[src/rtl/mavg_pkg.sv]
// Shared constants and controller-to-datapath command type for the moving-average filter.
`default_nettype none

package mavg_pkg;

	localparam int DEF_MAX_WINDOW   = 64;
	localparam int DEF_SAMPLE_WIDTH = 16;
	localparam int CFG_W            = 7;
	localparam int LEN_RESET        = 8;

	typedef struct packed {
		logic accept;
		logic update;
		logic prep;
		logic step;
		logic load;
	} mavg_cmd_t;

endpackage

`default_nettype wire

[src/rtl/mavg_datapath.sv]
// Datapath: history ring, running sum, fill count, bit-serial divider and output register.
`default_nettype none

module mavg_datapath import mavg_pkg::*; #(
	parameter int MAX_WINDOW   = DEF_MAX_WINDOW,
	parameter int SAMPLE_WIDTH = DEF_SAMPLE_WIDTH,
	localparam int PTR_W = (MAX_WINDOW > 1) ? $clog2(MAX_WINDOW) : 1,
	localparam int CNT_W = $clog2(MAX_WINDOW + 1),
	localparam int SUM_W = SAMPLE_WIDTH + $clog2(MAX_WINDOW)
) (
	input  wire logic                    clk,
	input  wire logic                    arst_n,
	input  wire logic                    cfg_we,
	input  wire logic [CFG_W-1:0]        cfg_wdata,
	input  wire mavg_cmd_t               cmd,
	input  wire logic [SAMPLE_WIDTH-1:0] sample,
	output logic      [SAMPLE_WIDTH-1:0] mean
);

	localparam logic [CFG_W-1:0] LEN_INIT =
		CFG_W'((LEN_RESET > MAX_WINDOW) ? MAX_WINDOW : LEN_RESET);

	logic signed [SAMPLE_WIDTH-1:0] mem [MAX_WINDOW];
	logic signed [SAMPLE_WIDTH-1:0] sample_q;
	logic signed [SAMPLE_WIDTH-1:0] old_q;
	logic                           old_valid_q;
	logic [PTR_W-1:0]               pos_q;
	logic [CNT_W-1:0]               cnt_q;
	logic [CFG_W-1:0]               len_q;
	logic signed [SUM_W-1:0]        sum_q;
	logic [CFG_W-1:0]               rem_q;
	logic [SUM_W-1:0]               quo_q;
	logic                           neg_q;
	logic [SAMPLE_WIDTH-1:0]        mean_q;

	logic [CFG_W-1:0]               cfg_len;
	logic [PTR_W:0]                 back;
	logic [PTR_W-1:0]               old_pos;
	logic signed [SAMPLE_WIDTH-1:0] old_val;
	logic [CFG_W:0]                 cand;
	logic [CFG_W:0]                 diff;
	logic                           fits;
	logic [SUM_W-1:0]               quo_signed;

	always_comb begin
		if (cfg_wdata == '0) begin
			cfg_len = CFG_W'(1);
		end else if (32'(cfg_wdata) > MAX_WINDOW) begin
			cfg_len = CFG_W'(MAX_WINDOW);
		end else begin
			cfg_len = cfg_wdata;
		end
	end

	always_comb begin
		back = {1'b0, pos_q} + (PTR_W+1)'(MAX_WINDOW) - (PTR_W+1)'(len_q);
		if (32'(back) >= MAX_WINDOW) begin
			old_pos = PTR_W'(back - (PTR_W+1)'(MAX_WINDOW));
		end else begin
			old_pos = back[PTR_W-1:0];
		end
	end

	assign old_val    = old_valid_q ? old_q : '0;
	assign cand       = {rem_q, quo_q[SUM_W-1]};
	assign fits       = cand >= {1'b0, len_q};
	assign diff       = cand - {1'b0, len_q};
	assign quo_signed = neg_q ? (~quo_q + 1'b1) : quo_q;

	always_ff @(posedge clk) begin
		if (cmd.update) begin
			mem[pos_q] <= sample_q;
		end
		if (cmd.accept) begin
			old_q <= mem[old_pos];
		end
	end

	always_ff @(posedge clk) begin
		if (cmd.accept) begin
			sample_q    <= sample;
			old_valid_q <= 32'(cnt_q) >= 32'(len_q);
		end
		if (cmd.prep) begin
			neg_q <= sum_q[SUM_W-1];
			quo_q <= sum_q[SUM_W-1] ? SUM_W'(-sum_q) : SUM_W'(sum_q);
			rem_q <= '0;
		end else if (cmd.step) begin
			rem_q <= fits ? diff[CFG_W-1:0] : cand[CFG_W-1:0];
			quo_q <= {quo_q[SUM_W-2:0], fits};
		end
		if (cmd.load) begin
			mean_q <= quo_signed[SAMPLE_WIDTH-1:0];
		end
	end

	always_ff @(posedge clk or negedge arst_n) begin
		if (!arst_n) begin
			len_q <= LEN_INIT;
			pos_q <= '0;
			cnt_q <= '0;
			sum_q <= '0;
		end else if (cfg_we) begin
			len_q <= cfg_len;
			pos_q <= '0;
			cnt_q <= '0;
			sum_q <= '0;
		end else if (cmd.update) begin
			sum_q <= sum_q - SUM_W'(old_val) + SUM_W'(sample_q);
			pos_q <= (32'(pos_q) == MAX_WINDOW - 1) ? '0 : pos_q + 1'b1;
			if (32'(cnt_q) < MAX_WINDOW) begin
				cnt_q <= cnt_q + 1'b1;
			end
		end
	end

	assign mean = mean_q;

endmodule

`default_nettype wire

[src/rtl/mavg_ctrl.sv]
// Controller: sequences request intake, sum update, serial divide and result handoff.
`default_nettype none

module mavg_ctrl import mavg_pkg::*; #(
	parameter int DIV_STEPS = DEF_SAMPLE_WIDTH + $clog2(DEF_MAX_WINDOW),
	localparam int STEP_W = $clog2(DIV_STEPS)
) (
	input  wire logic clk,
	input  wire logic arst_n,
	input  wire logic s_tvalid,
	output logic      s_tready,
	output logic      m_tvalid,
	input  wire logic m_tready,
	output mavg_cmd_t cmd
);

	localparam logic [2:0] S_IDLE   = 3'd0;
	localparam logic [2:0] S_UPDATE = 3'd1;
	localparam logic [2:0] S_PREP   = 3'd2;
	localparam logic [2:0] S_DIV    = 3'd3;
	localparam logic [2:0] S_FINISH = 3'd4;

	logic [2:0]        state_q;
	logic [2:0]        state_d;
	logic [STEP_W-1:0] step_q;
	logic              out_valid_q;

	always_comb begin
		cmd        = '0;
		cmd.accept = (state_q == S_IDLE) && s_tvalid;
		cmd.update = state_q == S_UPDATE;
		cmd.prep   = state_q == S_PREP;
		cmd.step   = state_q == S_DIV;
		cmd.load   = (state_q == S_FINISH) && (!out_valid_q || m_tready);
	end

	always_comb begin
		state_d = state_q;
		case (state_q)
			S_IDLE: begin
				if (s_tvalid) begin
					state_d = S_UPDATE;
				end
			end
			S_UPDATE: state_d = S_PREP;
			S_PREP:   state_d = S_DIV;
			S_DIV: begin
				if (step_q == STEP_W'(DIV_STEPS - 1)) begin
					state_d = S_FINISH;
				end
			end
			S_FINISH: begin
				if (cmd.load) begin
					state_d = S_IDLE;
				end
			end
			default: state_d = S_IDLE;
		endcase
	end

	always_ff @(posedge clk or negedge arst_n) begin
		if (!arst_n) begin
			state_q     <= S_IDLE;
			step_q      <= '0;
			out_valid_q <= 1'b0;
		end else begin
			state_q <= state_d;
			if (state_q == S_DIV) begin
				step_q <= step_q + 1'b1;
			end else begin
				step_q <= '0;
			end
			if (cmd.load) begin
				out_valid_q <= 1'b1;
			end else if (m_tready) begin
				out_valid_q <= 1'b0;
			end
		end
	end

	assign s_tready = state_q == S_IDLE;
	assign m_tvalid = out_valid_q;

`ifndef SYNTH
	assert property (@(posedge clk) disable iff (!arst_n)
		cmd.load |-> (!out_valid_q || m_tready))
		else $error("result overwrites an unread result");

	assert property (@(posedge clk) disable iff (!arst_n)
		cmd.accept |=> !s_tready)
		else $error("new request taken while one is in flight");

	assert property (@(posedge clk) disable iff (!arst_n)
		(state_q == S_DIV) |-> (step_q <= STEP_W'(DIV_STEPS - 1)))
		else $error("divide step count overran");

	assert property (@(posedge clk) disable iff (!arst_n)
		cmd.update |=> (state_q == S_PREP) && !s_tready)
		else $error("sum update not followed by divider load");
`endif

endmodule

`default_nettype wire

[src/rtl/moving_average_filter.sv]
// Top level of the boxcar moving-average filter.
// Sequence: a request accepted in IDLE passes UPDATE, PREP, DIV and FINISH; the restoring divider
//   forms one quotient bit per cycle of the SUM_W-bit sum, SUM_W = SAMPLE_WIDTH + clog2(MAX_WINDOW)
//   (22 at defaults). Only one request is in flight; FINISH loads the output register once any unread
//   result is taken, and that register lets the next request start while a result waits.
// Reset: arst_n clears control state, window_len to 8, sum and ring pointer; the history ring
//   is marked empty by a fill count, so no clearing pass is needed. Writing window_len clears the same datapath state.
`default_nettype none

module moving_average_filter import mavg_pkg::*; #(
	parameter int MAX_WINDOW   = DEF_MAX_WINDOW,
	parameter int SAMPLE_WIDTH = DEF_SAMPLE_WIDTH,
	localparam int TDATA_W = ((SAMPLE_WIDTH + 7) / 8) * 8,
	localparam int SUM_W   = SAMPLE_WIDTH + $clog2(MAX_WINDOW)
) (
	input  wire logic               clk,
	input  wire logic               arst_n,
	input  wire logic               cfg_we,
	input  wire logic [CFG_W-1:0]   cfg_wdata,   // window_len
	input  wire logic               s_tvalid,
	output logic                    s_tready,
	input  wire logic [TDATA_W-1:0] s_tdata,     // sample
	output logic                    m_tvalid,
	input  wire logic               m_tready,
	output logic      [TDATA_W-1:0] m_tdata      // mean
);

	mavg_cmd_t               cmd;
	logic [SAMPLE_WIDTH-1:0] mean;

	mavg_ctrl #(
		.DIV_STEPS (SUM_W)
	) u_ctrl (
		.clk      (clk),
		.arst_n   (arst_n),
		.s_tvalid (s_tvalid),
		.s_tready (s_tready),
		.m_tvalid (m_tvalid),
		.m_tready (m_tready),
		.cmd      (cmd)
	);

	mavg_datapath #(
		.MAX_WINDOW   (MAX_WINDOW),
		.SAMPLE_WIDTH (SAMPLE_WIDTH)
	) u_datapath (
		.clk       (clk),
		.arst_n    (arst_n),
		.cfg_we    (cfg_we),
		.cfg_wdata (cfg_wdata),
		.cmd       (cmd),
		.sample    (s_tdata[SAMPLE_WIDTH-1:0]),
		.mean      (mean)
	);

	assign m_tdata = TDATA_W'(mean);

endmodule

`default_nettype wire
[config.mk]
export PLATFORM = sky130hd
export DESIGN_NAME = moving_average_filter
export DESIGN_NICKNAME = d
export VERILOG_FILES = /design/src/rtl/mavg_pkg.sv /design/src/rtl/mavg_datapath.sv /design/src/rtl/mavg_ctrl.sv /design/src/rtl/moving_average_filter.sv
export SDC_FILE = /design/constraint.sdc
export NUM_CORES = 1
export LEC_CHECK = 0
export BUFFER_PORTS_ARGS = -buffer_cell sky130_fd_sc_hd__buf_4
export CAP_MARGIN = 0
export CORE_MARGIN = 5
export CORE_UTILIZATION = 59
export CTS_BUF_LIST = sky130_fd_sc_hd__clkbuf_4 sky130_fd_sc_hd__clkbuf_8
export DETAILED_ROUTE_END_ITERATION = 6
export PLACE_DENSITY = 0.78
export SYNTH_ARGS = -nofsm -noshare
export SYNTH_HDL_FRONTEND = slang
export SYNTH_SLANG_ARGS = --single-unit
[constraint.sdc]
create_clock -name clk -period 3.88 [get_ports clk]
set_input_delay 0.388 -clock clk [delete_from_list [all_inputs] [get_ports clk]]
set_output_delay 0.388 -clock clk [all_outputs]
set_load 0.03 [all_outputs]
After elaboration in Yosys (flattened, before gate mapping)
Memories as Yosys holds them, arrays and structs flattened. A register that Yosys moved wholly into a read port is not among the register bits.
Cells that the tools add are included.
- add/sub/neg operators: 11
- magnitude comparators: 5
- equality and inequality tests: 9
- multiplexer cells: 26
- bitwise logic cells: 1
- reductions and logical operators: 12
- operator list (cell ; number):
    $mux W22 ; 5
    $mux W7 ; 6
    $mux W16 ; 2
    $mux W6 ; 4
    $add A22 B16 Y22 ; 1
    $neg A22 Y22 ; 1
    $sub A22 B16 Y22 ; 1
    $add A16 B1 Y16 const B ; 1
    $not A16 Y16 ; 1
    $pmux W3 S5 ; 1
    $sub A7 B7 Y7 ; 2
    $mux W3 ; 3
    $ge A8 B7 Y1 ; 1
    $reduce_bool A2 Y1 ; 4
    $add A6 B7 Y7 const B ; 1
    $add A7 B1 Y7 const B ; 1
    $ge A7 B7 Y1 ; 1
    $ge A7 B7 Y1 const B ; 1
    $gt A7 B7 Y1 const B ; 1
    $logic_not A7 Y1 ; 1
    $lt A7 B7 Y1 const B ; 1
    $add A6 B1 Y6 const B ; 1
    $eq A3 B2 Y1 const B ; 2
    $eq A6 B6 Y1 const B ; 1
    15 further kinds ; 20
- register bits: 114
- RAM bits: 1024
- output and inout bits: 18
- word-level logic and storage cells: 78
- memories: 1
- memory list (name ; depth ; width ; read ports ; clocked after Yosys merged registers in ; write ports ; line ; RTL):
    u_datapath.mem ; 64 ; 16 ; 1 ; 1 ; 1 ; mavg_datapath.sv:23 ; logic signed [SAMPLE_WIDTH-1:0] mem [MAX_WINDOW];

Longest topological paths before layout
- word-level depth: 5
- depth in mapped cells: 13
- gate-level depth less buffers: 13

Modules after synthesis
From an unflattened synthesis, not the netlist that was laid out.
- cell total of the unflattened synthesis: 2382
- area total of the unflattened synthesis: 47391.7 um^2
- modules (own cells, without submodules) (module ; instances ; cells an instance ; area each (um^2) ; seq. area each (um^2)):
    mavg_datapath ; 1 ; 2336 ; 46862.4 ; 34104.0
    mavg_ctrl ; 1 ; 46 ; 529.3 ; 225.2

Worst setup path after synthesis
Ideal clock, no wire load.
- kind: reg2reg
- start point: reg u_datapath.sample_q[15]
- end point: reg u_datapath.sum_q[20]
- library setup time: 0.069 ns
- arrival: 3.844 ns
- setup slack: -0.033 ns
- cell stages (with the launch flop): 13
- buffers on the path: 1
- clock period less this slack: 3.913 ns
- cell sequence: edfxtp_1 inv_1 fa_1 inv_1 ha_1 clkbuf_1 a21oi_1 o21ai_0 a211oi_1 nor2_1 a22o_1 or4_1 nand3_1
- longest elaborated chain between the ends: 3
- ends and longest elaborated chain (item ; line ; RTL):
    start: declaration ; mavg_datapath.sv:24 ; logic signed [SAMPLE_WIDTH-1:0] sample_q;
    start signal: assignment ; mavg_datapath.sv:81 ; sample_q <= sample;
    $add A22 B16 Y22 ; mavg_datapath.sv:109 ; sum_q <= sum_q - SUM_W'(old_val) + SUM_W'(sample_q);
    $mux W22 ; mavg_datapath.sv:108 ; end else if (cmd.update) begin
    $mux W22 ; mavg_datapath.sv:103 ; end else if (cfg_we) begin
    end signal: assignment ; mavg_datapath.sv:109 ;
    end: declaration ; mavg_datapath.sv:30 ; logic signed [SUM_W-1:0] sum_q;
No other way between the ends. The select of a mux whose other input is x is not followed.
A chain may end at the register's enable or synchronous reset.

Worst setup path after layout
- start point: reg u_datapath.len_q[0]
- end point: reg u_datapath.old_q[1] (read register of u_datapath.mem), data pin
- longest elaborated chain between the ends: 3
- elaborated cells between the ends (all ways): 4
- those cells by class: add/sub (2); order compare (1); mux (1)
- ends and longest elaborated chain (item ; line ; RTL):
    start: declaration ; mavg_datapath.sv:29 ; logic [CFG_W-1:0] len_q;
    start signal: assignment ; mavg_datapath.sv:104 ; len_q <= cfg_len;
    $sub A7 B7 Y7 * ; mavg_datapath.sv:56 ; back = {1'b0, pos_q} + (PTR_W+1)'(MAX_WINDOW) - (PTR_W+1)'(len_q);
    $sub A6 B1 Y6 or $ge A7 B7 Y1 (tied branches) ; mavg_datapath.sv:58, mavg_datapath.sv:57 ;
    $mux W6 * ; mavg_datapath.sv:57 ; if (32'(back) >= MAX_WINDOW) begin
    end: declaration ; mavg_datapath.sv:25 ; logic signed [SAMPLE_WIDTH-1:0] old_q;
Every way passes the cells marked *; elsewhere a longest branch is shown, timed or not.

==> flow_metrics.tcl <==
set metrics [dict create \
    cp.required_ns 4.41 \
    rsz0062_at_grt "no" \
    rows 103 \
    drt_first_pass_iters 6 \
    postCtsSetupBuffers 0 \
    synth_edf_count 1096 \
    layout_common_cells "edfxtp_1, mux4_2, clkbuf_8, buf_4, nor2_1" \
    drv_slew 0 \
    grt_overflow_total 0 \
    die_y_um 293 \
    synthToLayoutAreaGrowth_pct 13.5 \
    worstMarginPinSlew_ns 0.810 \
    r2r-end "u_datapath.old_q[1]" \
    vias 24500 \
    leakagePower_nw 18.1 \
    r2r_slack_ns 0.10 \
    status "finished clean" \
    clkTransAtPathRegs_ns 0.06 \
    antenna_found_initial 4 \
    synth_warnings 0 \
    drc 0 \
    max_freq_ghz 0.265 \
    totalNegativeSetupSlack_ns 0 \
    finalWorstSetupSlack_ns 0.103 \
    hpwl_um 63700 \
    min_period_over_period 0.973 \
    yosysUniqueCellTypes 73 \
    critPathArrivalTime_ns 4.31 \
    cp_max_fo 46 \
    synth_area_mm2 0.0473 \
    crit_type "flop to flop" \
    instances_no_fill 3838 \
    htreeDepth 4 \
    clk_latency_ns 0.84 \
    drt-vias-per-instance 6.38 \
    irDropWorstVdd_mv 0.401 \
    gp_congestion 0.848 \
    io_pins 46 \
    yosys_register_bits 1154 \
    ctsRootBufferMaster "clkbuf_8" \
    hold_viol_final 0 \
    grtUsageTotal 0.255 \
    wl_um 109000 \
    min_path_type "primary input to async pin" \
    syn_nets 2466 \
    relSlewSlack 0.460 \
    fin_nets 2743 \
    finalPower_mw 29.6 \
    start_util 0.596 \
    ant_nets 0 \
    end_kind "flop" \
    portBuffers 45 \
    drive_gt1_frac 0.286 \
    r2r-start "u_datapath.len_q[0]" \
    startpoint_type "flop" \
    die-area_mm2 0.0859 \
    cap_violations 0 \
    ys_async_sr_fraction 0.0442 \
    grt_max_degree 66 \
    synth_flop_cell "edfxtp_1" \
    power-per-cell-area_mw_per_mm2 552 \
    coreArea_mm2 0.0793 \
    first_global_vias 25100 \
    cts.sinks 1154 \
    wl_per_cell_um 28.3 \
    die_w_um 293 \
    seq_area_frac_synth 0.726 \
    clock_path_buffers 3 \
    numCtsBuffers 175 \
    dp.cells 3490 \
    grt_pass1_wl_um 160000 \
    tritoncts "yes" \
    r2r_cells 9 \
    syn_area_per_cell_um2 20.0 \
    layout_commonest_cell "edfxtp_1" \
    postSynthCellCount 2368 \
    finClkSkew_ns 0.0402 \
    fin_crit_ns 3.78 \
    whs_ns 0.158 \
    place_ws_ns 0.104 \
    finalSetupViolCount 0 \
    drt_iter0_markers 3097 \
]
[logic make-up after synthesis]
family / synth area share
fa+ha+maj: 0.0222
xor+xnor: 0.0118
flops: 0.726
buf+inv: 0.0187
simple gates: 0.0329
mux: 0.165
compound gates: 0.0237
[how the worst max path moves through the flow]
stage,cells past startpoint,slack (ns),to,start
4_1_cts,9,0.02,u_datapath.old_q[1],u_datapath.len_q[0]
2_1_floorplan,12,0.14,u_datapath.sum_q[20],u_datapath.sample_q[15]
6_report,9,0.10,u_datapath.old_q[1],u_datapath.len_q[0]
3_3_place_gp,10,0.1,u_datapath.old_q[1],u_datapath.pos_q[0]
3_5_place_dp,9,0.10,u_datapath.old_q[1],u_datapath.len_q[0]
5_1_grt,10,0.04,u_datapath.old_q[12],u_datapath.pos_q[0]
[worst max-delay path, stage by stage (launching register included)]
cell     delay [ns]
dfrtp_1        0.46
ha_4           0.17
inv_1          0.06
fa_4           0.90
buf_16         0.25
buf_16         0.29
mux4_2         0.35
mux4_2         0.49
mux2i_1        0.34
mux2i_1        0.15
[area by class of cell]
type / count / area [µm²]
antenna: 1 / 2.50
clock buffer: 231 / 2850
clock inverter: 88 / 762
fill: 4742 / 25600
inverter: 102 / 399
multi-input combinational: 1008 / 12100
sequential: 1154 / 34300
tap: 1050 / 1310
timing repair buffer: 204 / 1870
[sequential cells by signal, indices dropped and copies added (netlist names), 3 cells and up]
| register | flops |
|---|---|
| u_ctrl.state_q | 3 |
| u_datapath.old_q | 16 |
| u_datapath.mem | 1024 |
| u_datapath.pos_q | 6 |
| u_datapath.len_q | 7 |
| u_datapath.quo_q | 22 |
| u_datapath.cnt_q | 7 |
| u_datapath.sample_q | 16 |
| u_datapath.rem_q | 7 |
| u_datapath.sum_q | 22 |
| u_ctrl.step_q | 5 |
| u_datapath.mean | 16 |
[layer usage]
| layer | GRT usage | vias to the layer above | share of wire |
|---|---|---|---|
| met5 | 0.00166 | - | 0.00014 |
| met4 | 0.0903 | 2 | 0.031 |
| met3 | 0.0692 | 213 | 0.11 |
| met2 | 0.412 | 1438 | 0.50 |
| met1 | 0.341 | 12600 | 0.36 |
| li1 | - | 10200 | - |
[through the flow]
stage | instance area, µm² | util
floorplan | 47300 | -
global placement | 49700 | 0.627
CTS | 53600 | 0.676
global route | 53700 | 0.677
detailed placement | 49700 | 0.627
finish | 53700 | 0.677
[where the power goes]
group	internal [mW]	switching, mW	leakage, nW
clock network	5.64	4.60	1.91
registers	13.8	0.231	10.6
logic	2.59	2.71	5.58
[cell usage after synthesis, types with 10 or more instances]
master    count  share of area
nand2_1      86         0.0068
nor2_1      114         0.0091
o21ai_0      53         0.0056
clkbuf_1     55         0.0044
a21oi_1      37         0.0039
mux2i_1      55          0.012
fa_1         23         0.0097
xnor2_1      47         0.0087
mux4_2      320           0.15
buf_2        35         0.0037
dfrtp_1      50          0.026
nand3_1      18         0.0019
nand4_1      10         0.0013
nor3_1       11         0.0012
xor2_1       13         0.0024
edfxtp_1   1096           0.70
o31ai_1      16         0.0025
and2_1       22         0.0029
inv_1        97         0.0077
ha_1         47          0.012
nor2b_1      14         0.0019
[repair_timing]
item                       in CTS  in global routing
hold endpoints to repair       87                  0
hold buffers                   27                  0
resized for setup               0                  2
setup endpoints to repair       0                  1
Note: power is estimated with default switching activity, not from simulation.
